**src/design/dpts_pkg.sv**
```systemverilog
`timescale 1ns / 1ps
// ----------------------------------------------------------------------------
// dpts_pkg
// Command, status and word types shared by the task scheduler files.
// ----------------------------------------------------------------------------
package dpts_pkg;

	typedef enum logic [1:0] {
		CMD_INIT     = 2'd0,
		CMD_ADD_DEP  = 2'd1,
		CMD_SUBMIT   = 2'd2,
		CMD_DISPATCH = 2'd3
	} cmd_t;

	typedef enum logic [2:0] {
		ST_OK     = 3'd0,
		ST_EMPTY  = 3'd1,
		ST_FULL   = 3'd2,
		ST_HELD   = 3'd3,
		ST_QUEUED = 3'd4
	} status_t;

	localparam int PEND_W = 8;
	localparam logic [PEND_W-1:0] PENDING_MAX = 8'd255;

	typedef struct packed {
		logic [1:0]         command;
		logic [3:0]         node_index;
		logic [3:0]         child_index;
		logic [31:0]        context_tag;
		logic signed [7:0]  priority_req;
	} request_t;

	typedef struct packed {
		logic [2:0]  status;
		logic        dispatched;
		logic [3:0]  out_node;
		logic [31:0] out_context;
	} result_t;

endpackage

```
**src/design/dependency_priority_task_scheduler.sv**
```systemverilog
`timescale 1ns / 1ps
// ----------------------------------------------------------------------------
// dependency_priority_task_scheduler
// Task table with dependency counts, child lists and a priority ready queue.
// ----------------------------------------------------------------------------
// Submit walks the ready queue from its tail; dispatch pops the head, then visits every
// child of that node and inserts each child made ready into the queue.
// One command at a time; busy stays high until the result strobe, all steps
// run through the dual-port table RAMs under one sequencer.
// Result holds on done for one cycle; the receiver cannot stall.
// Reset (arst_n low) empties the queue and marks every table entry as zero.
module dependency_priority_task_scheduler #(
	parameter int NODES         = 16,
	parameter int MAX_CHILDREN  = 4,
	parameter int PRIORITY_BITS = 8
) (
	input  logic              clk,
	input  logic              arst_n,
	input  logic              start,
	input  dpts_pkg::request_t request,
	output logic              busy,
	output logic              done,
	output dpts_pkg::result_t result
);

	localparam int NW = $clog2(NODES);
	localparam int LW = $clog2(NODES + 1);
	localparam int KW = $clog2(MAX_CHILDREN + 1);
	localparam int SD = NODES * MAX_CHILDREN;
	localparam int SW = $clog2(SD);
	localparam int PW = PRIORITY_BITS;
	localparam int NDW = 32 + PW;
	localparam longint PMAX = (longint'(1) << (PW - 1)) - 1;
	localparam longint PMIN = -PMAX - 1;
	localparam int PEND_W_L = dpts_pkg::PEND_W;

	typedef enum logic [4:0] {
		S_IDLE, S_INIT, S_ADD_RD, S_ADD_WR, S_SUB_RD, S_SUB_CHK,
		S_INS_P, S_INS_PW, S_INS_CHK, S_INS_RO, S_INS_CMP, S_INS_PUT,
		S_DSP_RD, S_DSP_H, S_DSP_C, S_REL_CHK, S_REL_S, S_REL_P
	} state_t;

	state_t state_q;

	logic [1:0]         cmd_q;
	logic [NW-1:0]      n_q, c_q, x_q, t_q, h_q;
	logic [31:0]        ctx_q;
	logic signed [PW-1:0] prio_q, px_q;
	logic [LW-1:0]      len_q, ik_q;
	logic [NW-1:0]      head_q;
	logic [KW-1:0]      rk_q;
	logic               ret_rel_q;
	logic [NODES-1:0]   in_ready_q, nval_q, pvld_q, cvld_q;
	logic               done_q;
	dpts_pkg::result_t  res_q;

	function automatic logic signed [PW-1:0] clamp(input logic signed [7:0] p);
		longint v;
		v = longint'(p);
		if (v > PMAX) v = PMAX;
		if (v < PMIN) v = PMIN;
		return PW'(v);
	endfunction

	function automatic logic [NW-1:0] ring(input logic [NW-1:0] base,
			input logic [LW-1:0] off);
		int s;
		s = int'(base) + int'(off);
		if (s >= NODES) s = s - NODES;
		return NW'(s);
	endfunction

	// small lookup: 4-bit index folded into the table range
	function automatic logic [NW-1:0] wrap_node(input logic [3:0] v);
		logic [NW-1:0] r;
		r = '0;
		for (int i = 0; i < 16; i++) begin
			if (v == 4'(i)) r = NW'(i % NODES);
		end
		return r;
	endfunction

	// table RAMs
	logic            nd_we;
	logic [NW-1:0]   nd_raddr;
	logic [NDW-1:0]  nd_rdata;
	logic            pd_we;
	logic [NW-1:0]   pd_waddr, pd_raddr;
	logic [PEND_W_L-1:0] pd_wdata, pd_rdata;
	logic            cc_we;
	logic [NW-1:0]   cc_raddr;
	logic [KW-1:0]   cc_wdata, cc_rdata;
	logic            sl_we;
	logic [SW-1:0]   sl_waddr, sl_raddr;
	logic [NW-1:0]   sl_rdata;
	logic            ro_we;
	logic [NW-1:0]   ro_waddr, ro_raddr, ro_wdata, ro_rdata;

	logic signed [PW-1:0] rd_prio, pt;
	logic [KW-1:0]   cc_cur;
	logic [PEND_W_L-1:0] pv;
	logic            cc_ok;

	assign rd_prio = nd_rdata[PW-1:0];
	assign pt = nval_q[t_q] ? rd_prio : '0;
	assign cc_cur = cvld_q[n_q] ? cc_rdata : '0;
	assign cc_ok = int'(cc_cur) < MAX_CHILDREN;
	assign pv = pvld_q[c_q] ? pd_rdata : '0;

	always_comb begin
		nd_we    = (state_q == S_INIT) && !in_ready_q[n_q];
		nd_raddr = x_q;
		if (state_q == S_INS_RO || state_q == S_DSP_H) begin
			nd_raddr = ro_rdata;
		end
		pd_raddr = n_q;
		if (state_q == S_ADD_RD) pd_raddr = c_q;
		if (state_q == S_REL_S)  pd_raddr = sl_rdata;
		pd_we    = 1'b0;
		pd_waddr = c_q;
		pd_wdata = pv - 1'b1;
		if (state_q == S_ADD_WR && cc_ok) begin
			pd_we    = 1'b1;
			pd_wdata = (pv == dpts_pkg::PENDING_MAX) ? pv : pv + 1'b1;
		end
		if (state_q == S_REL_P && pv != '0) begin
			pd_we = 1'b1;
		end
		cc_raddr = (state_q == S_DSP_H) ? ro_rdata : n_q;
		cc_we    = (state_q == S_ADD_WR) && cc_ok;
		cc_wdata = cc_cur + 1'b1;
		sl_we    = (state_q == S_ADD_WR) && cc_ok;
		sl_waddr = SW'(int'(n_q) * MAX_CHILDREN + int'(cc_cur));
		sl_raddr = SW'(int'(h_q) * MAX_CHILDREN + int'(rk_q) - 1);
		ro_raddr = (state_q == S_DSP_RD) ? head_q : ring(head_q, ik_q - 1'b1);
		ro_waddr = ring(head_q, ik_q);
		ro_we    = 1'b0;
		ro_wdata = x_q;
		if (state_q == S_INS_CMP && pt < px_q) begin
			ro_we    = 1'b1;
			ro_wdata = t_q;
		end
		if (state_q == S_INS_PUT) ro_we = 1'b1;
	end

	dpts_ram #(.DEPTH(NODES), .WIDTH(NDW)) u_node (
		.clk(clk), .we(nd_we), .waddr(n_q), .wdata({ctx_q, prio_q}),
		.raddr(nd_raddr), .rdata(nd_rdata)
	);
	dpts_ram #(.DEPTH(NODES), .WIDTH(PEND_W_L)) u_pend (
		.clk(clk), .we(pd_we), .waddr(pd_waddr), .wdata(pd_wdata),
		.raddr(pd_raddr), .rdata(pd_rdata)
	);
	dpts_ram #(.DEPTH(NODES), .WIDTH(KW)) u_ccnt (
		.clk(clk), .we(cc_we), .waddr(n_q), .wdata(cc_wdata),
		.raddr(cc_raddr), .rdata(cc_rdata)
	);
	dpts_ram #(.DEPTH(SD), .WIDTH(NW)) u_slot (
		.clk(clk), .we(sl_we), .waddr(sl_waddr), .wdata(c_q),
		.raddr(sl_raddr), .rdata(sl_rdata)
	);
	dpts_ram #(.DEPTH(NODES), .WIDTH(NW)) u_ready (
		.clk(clk), .we(ro_we), .waddr(ro_waddr), .wdata(ro_wdata),
		.raddr(ro_raddr), .rdata(ro_rdata)
	);

	always_ff @(posedge clk or negedge arst_n) begin
		if (!arst_n) begin
			state_q    <= S_IDLE;
			cmd_q      <= '0;
			n_q        <= '0;
			c_q        <= '0;
			x_q        <= '0;
			t_q        <= '0;
			h_q        <= '0;
			ctx_q      <= '0;
			prio_q     <= '0;
			px_q       <= '0;
			len_q      <= '0;
			ik_q       <= '0;
			head_q     <= '0;
			rk_q       <= '0;
			ret_rel_q  <= 1'b0;
			in_ready_q <= '0;
			nval_q     <= '0;
			pvld_q     <= '0;
			cvld_q     <= '0;
			done_q     <= 1'b0;
			res_q      <= '0;
		end else begin
			done_q <= 1'b0;
			unique case (state_q)
				S_IDLE: begin
					if (start) begin
						cmd_q     <= request.command;
						n_q       <= wrap_node(request.node_index);
						c_q       <= wrap_node(request.child_index);
						ctx_q     <= request.context_tag;
						prio_q    <= clamp(request.priority_req);
						res_q     <= '0;
						ret_rel_q <= 1'b0;
						unique case (dpts_pkg::cmd_t'(request.command))
							dpts_pkg::CMD_INIT:     state_q <= S_INIT;
							dpts_pkg::CMD_ADD_DEP:  state_q <= S_ADD_RD;
							dpts_pkg::CMD_SUBMIT:   state_q <= S_SUB_RD;
							dpts_pkg::CMD_DISPATCH: state_q <= S_DSP_RD;
						endcase
					end
				end
				S_INIT: begin
					if (in_ready_q[n_q]) begin
						res_q.status <= dpts_pkg::ST_QUEUED;
					end else begin
						nval_q[n_q] <= 1'b1;
						pvld_q[n_q] <= 1'b0;
						cvld_q[n_q] <= 1'b0;
					end
					done_q  <= 1'b1;
					state_q <= S_IDLE;
				end
				S_ADD_RD: state_q <= S_ADD_WR;
				S_ADD_WR: begin
					if (cc_ok) begin
						cvld_q[n_q] <= 1'b1;
						pvld_q[c_q] <= 1'b1;
					end else begin
						res_q.status <= dpts_pkg::ST_FULL;
					end
					done_q  <= 1'b1;
					state_q <= S_IDLE;
				end
				S_SUB_RD: begin
					c_q <= n_q;
					if (in_ready_q[n_q]) begin
						res_q.status <= dpts_pkg::ST_QUEUED;
						done_q       <= 1'b1;
						state_q      <= S_IDLE;
					end else begin
						state_q <= S_SUB_CHK;
					end
				end
				S_SUB_CHK: begin
					if (pv != '0) begin
						res_q.status <= dpts_pkg::ST_HELD;
						done_q       <= 1'b1;
						state_q      <= S_IDLE;
					end else begin
						x_q     <= n_q;
						state_q <= S_INS_P;
					end
				end
				S_INS_P: begin
					if (in_ready_q[x_q] || int'(len_q) >= NODES) begin
						if (ret_rel_q) begin
							state_q <= S_REL_CHK;
						end else begin
							done_q  <= 1'b1;
							state_q <= S_IDLE;
						end
					end else begin
						state_q <= S_INS_PW;
					end
				end
				S_INS_PW: begin
					px_q    <= nval_q[x_q] ? rd_prio : '0;
					ik_q    <= len_q;
					state_q <= S_INS_CHK;
				end
				// walk from the tail, shifting lower-priority entries back
				S_INS_CHK: state_q <= (ik_q == '0) ? S_INS_PUT : S_INS_RO;
				S_INS_RO: begin
					t_q     <= ro_rdata;
					state_q <= S_INS_CMP;
				end
				S_INS_CMP: begin
					if (pt < px_q) begin
						ik_q    <= ik_q - 1'b1;
						state_q <= S_INS_CHK;
					end else begin
						state_q <= S_INS_PUT;
					end
				end
				S_INS_PUT: begin
					len_q           <= len_q + 1'b1;
					in_ready_q[x_q] <= 1'b1;
					if (ret_rel_q) begin
						state_q <= S_REL_CHK;
					end else begin
						done_q  <= 1'b1;
						state_q <= S_IDLE;
					end
				end
				S_DSP_RD: begin
					if (len_q == '0) begin
						res_q.status <= dpts_pkg::ST_EMPTY;
						done_q       <= 1'b1;
						state_q      <= S_IDLE;
					end else begin
						state_q <= S_DSP_H;
					end
				end
				S_DSP_H: begin
					h_q                  <= ro_rdata;
					head_q               <= ring(head_q, LW'(1));
					len_q                <= len_q - 1'b1;
					in_ready_q[ro_rdata] <= 1'b0;
					state_q              <= S_DSP_C;
				end
				S_DSP_C: begin
					res_q.dispatched  <= 1'b1;
					res_q.out_node    <= 4'(h_q);
					res_q.out_context <= nval_q[h_q] ? nd_rdata[NDW-1:PW] : 32'd0;
					rk_q              <= cvld_q[h_q] ? cc_rdata : '0;
					cvld_q[h_q]       <= 1'b0;
					ret_rel_q         <= 1'b1;
					state_q           <= S_REL_CHK;
				end
				// children newest first
				S_REL_CHK: begin
					if (rk_q == '0) begin
						done_q  <= 1'b1;
						state_q <= S_IDLE;
					end else begin
						rk_q    <= rk_q - 1'b1;
						state_q <= S_REL_S;
					end
				end
				S_REL_S: begin
					c_q     <= sl_rdata;
					state_q <= S_REL_P;
				end
				S_REL_P: begin
					state_q <= S_REL_CHK;
					if (pv != '0) begin
						pvld_q[c_q] <= 1'b1;
						if (pv == PEND_W_L'(1)) begin
							x_q     <= c_q;
							state_q <= S_INS_P;
						end
					end
				end
				default: state_q <= S_IDLE;
			endcase
		end
	end

	assign busy   = (state_q != S_IDLE);
	assign done   = done_q;
	assign result = res_q;

`ifndef SYNTHESIS
	a_len_bound: assert property (@(posedge clk) disable iff (!arst_n)
		int'(len_q) <= NODES) else $error("ready queue length overflow");
	a_strobe_one: assert property (@(posedge clk) disable iff (!arst_n)
		done |=> !done) else $error("result strobe held over two cycles");
	a_disp_ok: assert property (@(posedge clk) disable iff (!arst_n)
		done && result.dispatched |-> result.status == dpts_pkg::ST_OK)
		else $error("dispatch with error status");
	a_start_busy: assert property (@(posedge clk) disable iff (!arst_n)
		start && !busy |=> busy) else $error("accepted word did not raise busy");
	a_cmd_held: assert property (@(posedge clk) disable iff (!arst_n)
		busy && $past(busy) |-> $stable(cmd_q)) else $error("command lost mid-run");
`endif

endmodule

```
**src/design/dpts_ram.sv**
```systemverilog
`timescale 1ns / 1ps
// ----------------------------------------------------------------------------
// dpts_ram
// Simple dual-port RAM: one write port, one read port with registered data.
// ----------------------------------------------------------------------------
module dpts_ram #(
	parameter int DEPTH = 16,
	parameter int WIDTH = 8
) (
	input  logic                     clk,
	input  logic                     we,
	input  logic [$clog2(DEPTH)-1:0] waddr,
	input  logic [WIDTH-1:0]         wdata,
	input  logic [$clog2(DEPTH)-1:0] raddr,
	output logic [WIDTH-1:0]         rdata
);

	logic [WIDTH-1:0] mem [DEPTH];

	always_ff @(posedge clk) begin
		if (we) begin
			mem[waddr] <= wdata;
		end
		rdata <= mem[raddr];
	end

endmodule

```
**config.mk**
```make
export PLATFORM = sky130hd
export DESIGN_NAME = dependency_priority_task_scheduler
export DESIGN_NICKNAME = d
export VERILOG_FILES = /design/src/design/dpts_pkg.sv /design/src/design/dependency_priority_task_scheduler.sv /design/src/design/dpts_ram.sv
export SDC_FILE = /design/constraint.sdc
export NUM_CORES = 2
export LEC_CHECK = 0
export BUFFER_PORTS_ARGS = -buffer_cell sky130_fd_sc_hd__buf_4
export CAP_MARGIN = 20
export CORE_MARGIN = 1.5
export CORE_UTILIZATION = 35
export CTS_CLUSTER_DIAMETER = 100
export DETAILED_ROUTE_END_ITERATION = 12
export GPL_TIMING_DRIVEN = 0
export PLACE_DENSITY = 0.54
export SYNTH_ARGS = -nofsm -noshare
export SYNTH_HDL_FRONTEND = slang
export SYNTH_HIERARCHICAL = 1
export SYNTH_SLANG_ARGS = --single-unit
```
**constraint.sdc**
```tcl
create_clock -name clk -period 12.5 [get_ports clk]
set_clock_uncertainty 0.15 [all_clocks]
set_input_delay 3.75 -clock clk [delete_from_list [all_inputs] [get_ports clk]]
set_output_delay 3.75 -clock clk [all_outputs]
set_load 0.02 [all_outputs]
```
==> reports/qor.log <==
qor: final_layout.multiInputGateArea 15,300 um2
qor: clock_network.clk_root_buffer_cell clkbuf_16
qor: clock_network.clkLatencyLatePin 0.79 ns
qor: final_layout.number_of_fillers_in_the_final_layout 14,300
qor: logic_synthesis.yosys_warnings 6
qor: flow_run.drv.max_cap_violation_count 0
qor: global_route.busiest_layer met2
qor: floorplan.core 161,000 um2
qor: final_layout.final_cell_mix 1,136 x edfxtp_1, 193 x mux4_2, 191 x dfrtp_1, 175 x nor2_1, 163 x nand2_1
qor: timing.fmax 152 MHz
qor: critical_path.criticalPathCategory reg -> out
qor: final_layout.drive_above_1_share 22.1%
qor: final_layout.total_nets_final 3,532
qor: logic_synthesis.cell_area_after_synthesis 56,700 um2
qor: critical_path.timing.critical_path.fanout_max 9
qor: critical_path.cp-end-kind output pin
qor: logic_synthesis.asyncSetResetFlopFracSynth 14.0%
qor: route.via_per_inst 5.31
qor: timing.max-slew-margin-rel 30.7%
qor: logic_synthesis.ys_ff_latch 1,390
qor: timing.finalSetupViolations 0
qor: final_layout.final_cell_area 66,100 um2
qor: global_route.globalRouteOverflowTotal 0
qor: timing.final_period_minus_worst_setup_slack 6.58 ns
qor: final_layout.final-seq-area 40,200 um2
qor: clock_network.clock_sinks 1,390
qor: route.drtPass1Iterations 5
qor: global_route.antenna_found_initial 4
qor: floorplan.ios 95
qor: global_route.gr-usage-all-layers 17.5%
qor: timing.rsz0062_at_grt false
qor: floorplan.num_rows 147
qor: floorplan.die-height 405 um
qor: clock_network.ctsResizeCount 0
qor: clock_network.clock_tree_from_tritoncts built
qor: logic_synthesis.synth.yosys.seq_area_share 70.9%
qor: timing.final_max_slew_viol_count 0
qor: clock_network.postCtsSetupRepairBufs 0
qor: critical_path.critical_path_required 8.60 ns
qor: logic_synthesis.syn_inst 3,132
qor: logic_synthesis.synth_edf_count 1,136
qor: clock_network.postCtsHoldBufs 0
qor: logic_synthesis.synth_area_leaders edfxtp_1 60%, dfrtp_1 8.6%, mux4_2 7.7%
qor: logic_synthesis.synth.distinct_cells 95
qor: timing.timing.final.crit_share 52.6%
qor: power_and_ir_drop.power.density_cell_area 245 nW/um2
qor: route.vias 30,400
qor: logic_synthesis.syn_avg_cell_area 18.1 um2
qor: placement.dp_hpwl 93,600 um
qor: floorplan.design.die.area 164,000 um2
qor: floorplan.die_width 405 um
qor: critical_path.critical_path.startpoint_type flip-flop
qor: placement.io_buffers 94
qor: global_route.grt_met3_usage 2.67%
qor: global_route.wire_length_of_the_first_global_routing_pass 211,000 um
qor: power_and_ir_drop.vdd_drop_max 0.146 mV
qor: final_layout.layout_overhead_on_the_synthesized_area 16.7%
qor: clock_network.clock_tree.htree_level_count 4
qor: global_route.grt_start_max_net_pins 112
qor: logic_synthesis.synth_top_cell_by_area edfxtp_1
qor: timing.final-hold-violation-count 0
qor: route.route.detailed.drc 0
qor: route.postRouteWirelength 142,000 um
qor: logic_synthesis.yosys_most_used_dff edfxtp_1
qor: timing.max_slew.worst_pin.slew 1.03 ns
qor: clock_network.cts_made_buffers 150
qor: critical_path.arrival 2.68 ns
qor: power_and_ir_drop.p_leak 22.7 nW
qor: global_route.grtUsageMet2 28.1%
qor: clock_network.clkSlewWorstSetupHoldPaths 0.06 ns
qor: clock_network.clock_tree.buffer_depth 3
qor: route.final_antenna_net_count 0
qor: route.detailedRoute.firstIterationViolations 2,456
qor: status.run_status finished clean
qor: placement.detailed_place.area 61,200 um2
qor: logic_synthesis.synth.net_count 3,225
qor: global_route.globalRouteMet1Util 24.6%
qor: final_layout.commonest_non_fill_non_tap_cell_in_the_layout edfxtp_1
qor: route.routedWlPerCell 24.8 um
qor: timing.totalNegativeSetupSlack 0 ns
qor: placement.place.gp.congestion 0.867
qor: floorplan.floorplan.initialDensity 35.3%
qor: logic_synthesis.netlist.area_leader.share 60.2%
qor: global_route.grt_pass1_vias 31,100
qor: worst_hold_path.hold_class reg -> reg
-- critical path, stage by stage, from the launching register on --
cell and delay, ns:
dfrtp_1 0.36, clkbuf_1 0.23, or3_1 0.53, nor3_2 0.42
inv_1 0.14, buf_4 0.20
-- final timing paths --
check | from | end | slack, ns | cells after the start
max | state_q[1] | busy | 5.92 | 5
min | u_node/rdata[23] | result[15] | 0.28 | 1
max reg2reg | n_q[0] | u_node/mem[0][34] | 7.06 | 12
min reg2reg | u_node/rdata[23] | result[15] | 0.28 | 1
max in group asynchronous | arst_n | c_q[2] | 8.28 | 3
min in group asynchronous | arst_n | result[15] | 2.82 | 2
-- cell families after synthesis --
family	Yosys count	synth area share, %
AOI/OAI and AO/OA	430	5.35
xor gates and xnor gates	25	0.386
adders and majority gates	40	0.936
buffers and inverters	221	2.27
DFF	1390	70.9
muxes	400	14.9
and+or+nand+nor	626	5.28
-- metal layers --
layer	wire [um]	share of wire [%]
met5	21	0.015
met2	68000	48
met1	63800	45
met3	6860	4.8
met4	3340	2.4
-- power breakdown --
group	internal [mW]	switching (mW)	total, mW
Clock	2.46	1.87	4.33
Sequential	6.04	0.602	6.64
Combinational	2.10	3.12	5.21
Total	10.6	5.59	16.2
-- sequential cells by signal (all words and copies together) (netlist names), 16 cells and up --
signal        cells
u_node/rdata     40
u_ready/mem      64
cvld_q           16
pvld_q           16
in_ready_q       16
ctx_q            32
result           39
nval_q           16
u_slot/mem      256
u_node/mem      640
u_pend/mem      128
u_ccnt/mem       48
-- cell usage after synthesis, types with 6 or more instances --
| cell | n |
|---|---|
| o22ai_1 | 10 |
| nor2b_1 | 24 |
| o211ai_1 | 9 |
| nand2b_1 | 30 |
| a21oi_1 | 48 |
| a21o_1 | 14 |
| a31oi_1 | 15 |
| buf_6 | 16 |
| mux2i_1 | 20 |
| o21ai_0 | 84 |
| clkbuf_1 | 74 |
| o21ai_1 | 9 |
| and2_1 | 6 |
| and3_1 | 7 |
| xnor2_1 | 13 |
| buf_12 | 14 |
| mux2_2 | 65 |
| xor2_1 | 12 |
| nand3_1 | 80 |
| buf_4 | 8 |
| nand4_1 | 10 |
| nand3b_1 | 14 |
| a22o_1 | 36 |
| nor2_1 | 187 |
| a211oi_1 | 8 |
| or3_1 | 9 |
| buf_2 | 38 |
| inv_1 | 59 |
| dfrtp_1 | 195 |
| o31ai_1 | 11 |
| dfxtp_1 | 59 |
| o221ai_1 | 16 |
| nand2_1 | 163 |
| mux4_2 | 193 |
| a22oi_1 | 112 |
| edfxtp_1 | 1136 |
| or2_2 | 11 |
| nor3_1 | 42 |
| nor3b_1 | 6 |
| mux4_1 | 117 |
| ha_1 | 36 |
-- area by class of cell --
cell class | instances | area share, %
timing repair buffer | 155 | 2.57
multi-input combinational | 1521 | 23.2
antenna | 1 | 0.00379
tap | 2160 | 4.09
inverter | 62 | 0.352
sequential | 1390 | 60.8
buffer | 159 | 1.60
clock inverter | 70 | 1.09
clock buffer | 211 | 6.29
-- through the flow --
step                hold WS (ns)  setup WS, ns  std cells  total power [mW]  util, %
finish                     0.281          5.92       5729              16.2     41.2
global route               0.308          5.77       5728              17.0     41.2
CTS                        0.275          5.88       5727              16.4     41.2
detailed placement         0.282          6.50       5446              12.0     38.1
global placement           0.283          1.08       5386              11.9     37.4
floorplan                  0.277          6.57       3132              9.95        -
No activity file was read; power rests on OpenSTA's default activity.
